File: src/sv/spherical_range_image_projection_assert.svh
// ----------------------------------------------------------------------------
// Spherical range image projection assertion macros
// Shared property forms for the concurrent checks of the projection block.
// ----------------------------------------------------------------------------
`ifndef SPHERICAL_RANGE_IMAGE_PROJECTION_ASSERT_SVH
`define SPHERICAL_RANGE_IMAGE_PROJECTION_ASSERT_SVH

// Condition holds in the same cycle as the trigger.
`define SRIP_ASSERT_IMPL(lbl, ante, cons, msg) \
  lbl: assert property (@(posedge clk_i) disable iff (!rst_ni) (ante) |-> (cons)) \
    else $error(msg);

// Condition holds in the cycle after the trigger.
`define SRIP_ASSERT_NEXT(lbl, ante, cons, msg) \
  lbl: assert property (@(posedge clk_i) disable iff (!rst_ni) (ante) |=> (cons)) \
    else $error(msg);

`endif

File: src/sv/srip_pkg.sv
// ----------------------------------------------------------------------------
// Spherical range image projection package
// Sizes, request and result types and the CORDIC angle table.
// ----------------------------------------------------------------------------
`default_nettype none

package srip_pkg;

  localparam int MAX_COLS     = 1024;
  localparam int MAX_ROWS     = 256;
  localparam int COORD_BITS   = 20;
  localparam int CORDIC_STEPS = 20;
  localparam int FRAC_BITS    = (2 * COORD_BITS >= 64) ? 0 :
                                (((64 - 2 * COORD_BITS) < 10) ? (64 - 2 * COORD_BITS) : 10);

  localparam int COL_W   = $clog2(MAX_COLS);
  localparam int ROW_W   = $clog2(MAX_ROWS);
  localparam int ADDR_W  = COL_W + ROW_W;
  localparam int COLS_W  = $clog2(MAX_COLS + 1);
  localparam int ROWS_W  = $clog2(MAX_ROWS + 1);
  localparam int RANGE_W = 20;
  localparam int CFG_W   = 11;
  localparam int CFG_IDX_W = 1;
  localparam int SUM_W   = 2 * COORD_BITS;
  localparam int RAD_W   = SUM_W + FRAC_BITS + ((SUM_W + FRAC_BITS) % 2);
  localparam int ROOT_W  = RAD_W / 2;
  localparam int CW      = COORD_BITS + FRAC_BITS + 4;
  localparam int ANG_W   = 32;
  localparam int IT_W    = $clog2(CORDIC_STEPS + 1);
  localparam logic [RANGE_W-1:0] RANGE_MAX = '1;

  // Register indexes of the configuration port
  localparam logic [CFG_IDX_W-1:0] REG_IMAGE_COLS = 1'b0;
  localparam logic [CFG_IDX_W-1:0] REG_IMAGE_ROWS = 1'b1;

  // One queued request
  typedef struct packed {
    logic                         cmd;
    logic signed [COORD_BITS-1:0] x;
    logic signed [COORD_BITS-1:0] y;
    logic signed [COORD_BITS-1:0] z;
    logic [COL_W-1:0]             rcol;
    logic [ROW_W-1:0]             rrow;
  } srip_item_t;

  // One result
  typedef struct packed {
    logic [RANGE_W-1:0] pixel_range;
    logic               skipped;
    logic               newly_filled;
    logic               stored;
    logic [RANGE_W-1:0] range_mm;
    logic [ROW_W-1:0]   row;
    logic [COL_W-1:0]   col;
  } srip_res_t;

  // atan(2^-k) as a fraction of a turn, 2^32 is one turn
  function automatic logic [ANG_W-1:0] turn_atan(input logic [4:0] k);
    logic [ANG_W-1:0] a;
    unique case (k)
      5'd0:  a = 32'h20000000;  5'd1:  a = 32'h12E4051E;
      5'd2:  a = 32'h09FB385B;  5'd3:  a = 32'h051111D4;
      5'd4:  a = 32'h028B0D43;  5'd5:  a = 32'h0145D7E1;
      5'd6:  a = 32'h00A2F61E;  5'd7:  a = 32'h00517C55;
      5'd8:  a = 32'h0028BE53;  5'd9:  a = 32'h00145F2F;
      5'd10: a = 32'h000A2F98;  5'd11: a = 32'h000517CC;
      5'd12: a = 32'h00028BE6;  5'd13: a = 32'h000145F3;
      5'd14: a = 32'h0000A2FA;  5'd15: a = 32'h0000517D;
      5'd16: a = 32'h000028BE;  5'd17: a = 32'h0000145F;
      5'd18: a = 32'h00000A30;  5'd19: a = 32'h00000518;
      5'd20: a = 32'h0000028C;  5'd21: a = 32'h00000146;
      5'd22: a = 32'h000000A3;  5'd23: a = 32'h00000051;
      5'd24: a = 32'h00000029;  5'd25: a = 32'h00000014;
      5'd26: a = 32'h0000000A;  5'd27: a = 32'h00000005;
      5'd28: a = 32'h00000003;  5'd29: a = 32'h00000001;
      5'd30: a = 32'h00000001;  5'd31: a = 32'h00000000;
      default: a = '0;
    endcase
    return a;
  endfunction

endpackage

`default_nettype wire

File: src/sv/srip_front.sv
// ----------------------------------------------------------------------------
// Request queue
// Accepts requests from the input stream into a two-entry queue for the back.
// ----------------------------------------------------------------------------
`default_nettype none

module srip_front (
  input  wire logic               clk_i,
  input  wire logic               rst_ni,
  input  wire logic               hold_i,
  input  wire logic               in_vld_i,
  output logic                    in_rdy_o,
  input  wire srip_pkg::srip_item_t in_item_i,
  output logic                    q_vld_o,
  output srip_pkg::srip_item_t    q_item_o,
  input  wire logic               q_pop_i
);
  import srip_pkg::*;

  srip_item_t slot_q [2];
  logic       wr_ptr_q, rd_ptr_q;
  logic [1:0] cnt_q;
  logic       push;

  // No request is taken while the store is being cleared.
  assign in_rdy_o = (cnt_q != 2'd2) && !hold_i;
  assign push     = in_vld_i && in_rdy_o;
  assign q_vld_o  = (cnt_q != 2'd0);
  assign q_item_o = slot_q[rd_ptr_q];

  // Pointers and fill count
  always_ff @(posedge clk_i or negedge rst_ni) begin
    if (!rst_ni) begin
      wr_ptr_q <= 1'b0;
      rd_ptr_q <= 1'b0;
      cnt_q    <= 2'd0;
    end else begin
      if (push) wr_ptr_q <= !wr_ptr_q;
      if (q_pop_i) rd_ptr_q <= !rd_ptr_q;
      if (push && !q_pop_i) cnt_q <= cnt_q + 2'd1;
      else if (!push && q_pop_i) cnt_q <= cnt_q - 2'd1;
    end
  end

  // Payload slots
  always_ff @(posedge clk_i) begin
    if (push) slot_q[wr_ptr_q] <= in_item_i;
  end

endmodule

`default_nettype wire

File: config.mk
export PLATFORM = sky130hd
export DESIGN_NAME = srip_front
export DESIGN_NICKNAME = d
export VERILOG_FILES = /design/src/sv/spherical_range_image_projection_assert.svh /design/src/sv/srip_pkg.sv /design/src/sv/srip_front.sv
export SDC_FILE = /design/constraint.sdc
export NUM_CORES = 1
export LEC_CHECK = 0
export ABC_AREA = 1
export BUFFER_PORTS_ARGS = -buffer_cell sky130_fd_sc_hd__buf_2
export CORE_UTILIZATION = 38
export CTS_CLUSTER_SIZE = 12
export DETAILED_ROUTE_END_ITERATION = 10
export GPL_ROUTABILITY_DRIVEN = 0
export GPL_TIMING_DRIVEN = 0
export SLEW_MARGIN = 20
export SYNTH_ARGS = -nofsm -noshare
export SYNTH_HDL_FRONTEND = slang
export SYNTH_SLANG_ARGS = --single-unit
File: constraint.sdc
create_clock -name clk_i -period 7.6 [get_ports clk_i]
set_clock_uncertainty 0.1 [all_clocks]
set_input_delay 0.76 -clock clk_i [delete_from_list [all_inputs] [get_ports clk_i]]
set_output_delay 0.76 -clock clk_i [all_outputs]
set_load 0.01 [all_outputs]
==> out/qor.yml, run 1 <==
cts:
  postCtsResizedCells: 0
  cts_sinks: 162
  clockBufferDepth: 2
  post_cts_buffers: 0
  root_buffer: "clkbuf_16"
  insertion_delay_ns: 0.41
  cts.clk_slew.worst_paths_ns: 0.06
  htreeDepth: 4
  postCtsHoldBufs: 0
  cts_made_buffers: 17
  cts_tree: "yes"
layout:
  diodes: 0
  drive_above_1_share: 0.597
  fin_util: 0.502
  syn_to_final_growth_pct: 27.4
  final_nets: 549
  fill_cells: 1343
sta:
  min_period_ns: 2.46
  finalSetupTns_ns: 0
  finalCritPeriodShare: 0.324
  hold_viol_final: 0
  slew_violations: 0
  worstMarginPinSlew_ns: 0.554
  setup_viol: 0
  rsz0062_at_grt: "false"
  fmax_mhz: 406
  slew_headroom: 0.631
synth:
  synth_mux_area_frac: 0.187
  yosysSeqAreaShare: 0.766
  ys_types: 14
  synth_top_cell_by_area: "edfxtp_1"
  synthTopCellsByArea: "edfxtp_1 75%, mux2_4 19%, buf_12 2.5%"
  syn_area_mm2: 0.00633
  synth_xor_xnor_area_share: 0.00277
  syn_nets: 361
  synthAdderAreaFrac: 0.00198
  synth_compound_area_frac: 0.000791
  yosysTopAreaCellShare: 0.750
  netlist_instances: 276
  yosysWarnings: 0
  syn_area_per_cell_um2: 22.9
  synth_seq_cells: 162
  synth_top_family_by_area: "multiplexers"
  yosys.area_share.simple: 0.00890
grt:
  grt_pass1_vias: 3188
  grt_pass1_wl_mm: 16.0
  track_usage: 0.129
  grt.overflow.total: 0
  antenna_found_initial: 0
  grt_max_degree: 41
critical_path:
  crit_path_start_kind: "flip-flop"
  worst-r2r-cell-count: 6
  critPathKind: "flip-flop to output pin"
  worstPathRequired_ns: 6.74
  critical_path.max_fanout: 10
  worstSetupStartpoint: "rd_ptr_q"
  reg2reg_slack_ns: 5.63
  r2r_end: "slot_q[1][5]"
  worstPathArrival_ns: 1.60
  endpoint_kind: "output pin"
  r2r_start: "cnt_q[0]"
run_status:
  status: "finished clean"
hold_path:
  hp-class: "input pin to async pin"
die:
  die_area_mm2: 0.0172
  die-height_um: 131
  core-area_mm2: 0.0161
  io_pins: 165
  rows: 46
  initial_core_util: 0.394
  die_x_um: 131
route:
  drc: 0
  dr_total_vias: 3054
  top_layer: "met4"
  route.met2.wl_mm: 5.51
  met1_length_mm: 4.61
  wl_per_cell_um: 15.7
  drt_wl_total_mm: 10.9
  viasPerCell: 4.41
  wl_met3_um: 646
  drtPass1Iterations: 4
  drt_iter0_markers: 161
  ant_nets: 0
power_and_ir_drop:
  p_per_area_mw_per_mm2: 348
  p_leak_nw: 3.26
  ir_worst_vdd_v: 0.000194
placed_design:
  place.detailed.hpwl_mm: 7.50
  io_buffers: 164
flow_run:
  cap_violations: 0
## metal layers
metal | track usage | vias up
li1 | - | 1449
met1 | 0.149 | 1492
met3 | 0.0493 | 11
met2 | 0.217 | 102
met4 | 0.0527 | 0
met5 | 0 | -
## through the flow
stage / area [um^2] / worst slack (ns) / hold slack, ns / std cells / power (mW)
4_1_cts: 8060 / 5.07 / 0.0154 / 692 / 2.85
5_1_grt: 8060 / 5.05 / 0.0219 / 692 / 2.95
3_5_place_dp: 7540 / 5.22 / 0.376 / 661 / 2.08
6_report: 8060 / 5.14 / 0.0416 / 692 / 2.81
2_1_floorplan: 6330 / 2.76 / 0.342 / 276 / 1.80
3_3_place_gp: 7420 / 0.657 / 0.354 / 656 / 2.06
## power by group
group	switching [mW]	internal, mW	total [mW]
sequential	0.0300	1.11	1.14
combinational	0.409	0.496	0.905
clock	0.318	0.443	0.761
## synthesized netlist by cell type
cell type,n
nand3_1,2
buf_6,1
xnor2_1,1
dfrtp_1,4
nand2_1,8
mux2_4,79
inv_1,9
nand4_1,2
nor2_1,1
edfxtp_1,158
buf_12,8
a21oi_1,1
xor2_1,1
ha_1,1
## cells by family (layout without fill, tap and decap cells)
kind of cell,count (synthesis),count (layout)
AOI/OAI and AO/OA,1,1
xor gates and xnor gates,2,2
adders and majority gates,1,1
buffers and inverters,18,218
DFF,162,162
muxes,79,79
and+or+nand+nor,13,13
## layout make-up
type / count / area, um^2 / area share
clock buffers: 19 / 433 / 0.0537
plain buffers: 9 / 171 / 0.0213
repair buffers: 169 / 931 / 0.115
clock inverters: 12 / 92.6 / 0.0115
well taps: 216 / 270 / 0.0335
multi-input cells: 96 / 1280 / 0.159
inverters: 9 / 36.3 / 0.00450
flip-flops and latches: 162 / 4840 / 0.601
## flip-flops by register name (all words and copies together) (netlist names)
register	count
slot_q	158
cnt_q	2
rd_ptr_q	1
wr_ptr_q	1
## cell usage in the layout (no fill, tap or decap), drive strengths merged
cell	n
xor2	1
clkbuf	19
nand3	2
a21oi	1
clkinvlp	2
nand4	2
nand2	8
edfxtp	158
inv	10
clkinv	8
ha	1
buf	178
dfrtp	4
xnor2	1
nor2	1
mux2	79
bufinv	1
## worst max path at each step
| stage | to | slack (ns) | cells after the start |
|---|---|---|---|
| after global routing | q_item_o[65] | 5.05 | 4 |
| final | q_item_o[29] | 5.14 | 4 |
| after global placement | slot_q[1][25] | 0.66 | 4 |
| after detailed placement | slot_q[0][27] | 5.22 | 5 |
| after floorplan | slot_q[1][0] | 2.76 | 3 |
| after CTS | q_item_o[67] | 5.07 | 4 |
## worst max-delay path, stage by stage, from the launching register on
cell     delay (ns)
dfrtp_1        0.34
buf_6          0.22
buf_12         0.18
mux2_4         0.31
buf_2          0.14
Note: power is estimated with default switching activity, not from simulation.
==> run 2, diff against run 1 <==
- ABC_AREA: 1 -> 0
- clock period: 7.6 -> 2.05 ns (I/O delays scaled with it)
==> run 2 against run 1 <==
Clock power grew to 3.9 times the previous value. Critical path type unchanged. Total power grew to 3.8 times the previous value. First-iteration DRC count is 3.1% lower. Core utilization is 5.5 points higher. Wire length rose by 7.8%. Critical path depth unchanged. Via count up 9.5%. Worst setup slack got worse by 5.0 ns. Largest power group unchanged. Cell count is 11% higher.
==> out/qor.yml, run 2 <==
route:
  dr_total_vias: 3343
  drc: 0
  wl_per_cell_um: 15.3
  drt_iter0_markers: 156
  ant_nets: 0
  viasPerCell: 4.35
  drtPass1Iterations: 6
  drt_wl_total_mm: 11.7
layout:
  fill_cells: 1257
  final_cell_mix: "164 x buf_2, 158 x edfxtp_1, 81 x dlygate4sd3_1"
  regMostFlops: "slot_q"
  largest_register_ff_count: 158
  syn_to_final_growth_pct: 42.4
  drive_above_1_share: 0.533
  final_nets: 624
  final_common_cell: "buf_2"
  diodes: 0
  largestRegisters: "slot_q x158, cnt_q x2"
synth:
  synth_top_cell_by_area: "edfxtp_1"
  synth_edf_count: 158
  synthTopCellsByArea: "edfxtp_1 76%, mux2_4 19%, dfrtp_1 1.6%"
  syn_area_mm2: 0.00624
  yosysTopAreaCellShare: 0.760
  yosysWarnings: 0
  synth_ff_type: "edfxtp_1"
  yosysSeqAreaShare: 0.776
  ys_types: 15
  synthTopCellsByCount: "158 x edfxtp_1, 79 x mux2_4, 8 x buf_6"
  synth_seq_cells: 162
  netlist_instances: 264
  syn_area_per_cell_um2: 23.6
  syn_nets: 349
  yosysMostFrequentCell: "edfxtp_1"
  async_flop_share: 0.0247
critical_path:
  crit_path_max_incr_delay_ns: 0.32
  worstPathRequired_ns: 1.75
  r2r_start: "cnt_q[1]"
  worstPathArrival_ns: 1.64
  worst-r2r-cell-count: 5
  crit_path_start_kind: "flip-flop"
  critPathKind: "flip-flop to output pin"
  r2r_end: "slot_q[0][55]"
  cp-endpoint: "q_item_o[3]"
  critical_path.max_fanout: 10
  endpoint_kind: "output pin"
  cp_cell_sequence: "buf_4, buf_6, mux2_4, buf_2"
  worstSetupStartpoint: "rd_ptr_q"
  critPathSlowestCell: "dfrtp_1"
  reg2reg_slack_ns: 0.15
sta:
  slew_headroom: 0.707
  finalCritPeriodShare: 0.947
  rsz0062_at_grt: "false"
  holdWs_ns: 0.0465
  min_period_ns: 1.94
  slew_violations: 0
  worstMarginPinSlew_ns: 0.439
  hold_viol_final: 0
  setup_viol: 0
  finalSetupTns_ns: 0
  fmax_mhz: 515
hold_path:
  hp-class: "input pin to async pin"
grt:
  track_usage: 0.143
  antenna_found_initial: 0
  top_usage_layer: "met2"
  grt_pass1_vias: 3628
  globalRouteMet1Util: 0.161
  use_met3: 0.0426
  grt_max_degree: 50
  use_met2: 0.252
  grt.overflow.total: 0
  grt_pass1_wl_mm: 17.7
die:
  io_pins: 165
  core-area_mm2: 0.0159
  rows: 46
  initial_core_util: 0.392
  die-height_um: 130
  die_x_um: 130
  die_area_mm2: 0.0169
flow_run:
  cap_violations: 0
cts:
  cts_sinks: 162
  root_buffer: "clkbuf_16"
  htreeDepth: 4
  cts_made_buffers: 17
  cts.clk_slew.worst_paths_ns: 0.06
  cts_tree: "yes"
  insertion_delay_ns: 0.41
  clockBufferDepth: 2
placed_design:
  place.detailed.hpwl_mm: 7.39
  io_buffers: 164
power_and_ir_drop:
  p_per_area_mw_per_mm2: 1190
  p_leak_nw: 3.59
  ir_worst_vdd_v: 0.000627
run_status:
  status: "finished clean"
run 2: cell types whose count changed after synthesis, moves of 2 or more:
| cell | change |
|---|---|
| buf_6 | +7 |
| xor2_1 | +3 |
| nand2_1 | -8 |
| inv_1 | -8 |
| nand3_1 | -2 |
| buf_12 | -8 |
| nand4_1 | -2 |
run 2: through the flow:
| stage | cells | area [um^2] | utilization | setup WS [ns] | power (mW) |
|---|---|---|---|---|---|
| 3_5_place_dp | 649 | 7470 | 0.468 | -0.175 | 7.60 |
| 5_1_grt | 768 | 8890 | 0.557 | 0.0159 | 11.1 |
| 4_1_cts | 767 | 8880 | 0.557 | 0.0122 | 10.8 |
| 2_1_floorplan | 264 | 6260 | - | -0.487 | 6.52 |
| 3_3_place_gp | 644 | 7350 | 0.461 | -1.29 | 7.48 |
| 6_report | 768 | 8890 | 0.557 | 0.110 | 10.6 |
run 2: worst max-delay path, delay by kind of cell (launching register included):
kind | cells | cell delay (ns)
buf+inv | 3 | 0.58
mux | 1 | 0.32
flops | 1 | 0.32
run 2: cell families (layout without fill, tap and decap cells):
logic type                 count (synthesis)  in the layout  synth area share
DFF                                      162            162             0.776
buffers and inverters                     10            297            0.0162
and+or+nand+nor                            7              8           0.00862
muxes                                     79             79             0.190
adders and majority gates                  1              1           0.00200
xor gates and xnor gates                   5              5           0.00702
run 2: cell type report:
class,count,area [um^2],share of cell area
Buffer,9,97.6,0.0110
Clock buffer,20,437,0.0491
Clock inverter,12,115,0.0130
Inverter,1,3.75,0.000422
Multi-Input combinational cell,93,1320,0.148
Sequential cell,162,4840,0.545
Tap cell,216,270,0.0304
Timing Repair Buffer,255,1800,0.202
run 2: routing by layer:
metal,vias to the layer above,wire (um)
met4,0,134
met5,-,0
met1,1633,4910
met3,9,653
li1,1594,-
met2,107,6050
run 2: what timing repair did:
item                                    in CTS  in global routing
buffers inserted                             4                  1
endpoints found under the setup margin      98                 49
hold buffers                                81                  0
hold endpoints to repair                   163                  0
gates cloned                                 1                  0
resized for setup                            0                  0
pin swaps                                    1                  1
run 2: worst min-delay path by stage:
| stage | slack, ns | cells after the start | start | to |
|---|---|---|---|---|
| 2_1_floorplan | -0.19 | 0 | rst_ni | cnt_q[0] |
| 3_5_place_dp | -0.08 | 1 | rst_ni | cnt_q[1] |
| 5_1_grt | 0.03 | 2 | rst_ni | cnt_q[0] |
| 6_report | 0.05 | 2 | rst_ni | cnt_q[1] |
| 3_3_place_gp | -0.09 | 1 | rst_ni | rd_ptr_q |
| 4_1_cts | 0.006 | 2 | rst_ni | wr_ptr_q |
run 2: power by group:
part | switching [mW] | internal [mW]
Clock | 1.19 | 1.77
Combinational | 1.52 | 1.86
Sequential | 0.132 | 4.12
Total | 2.84 | 7.75
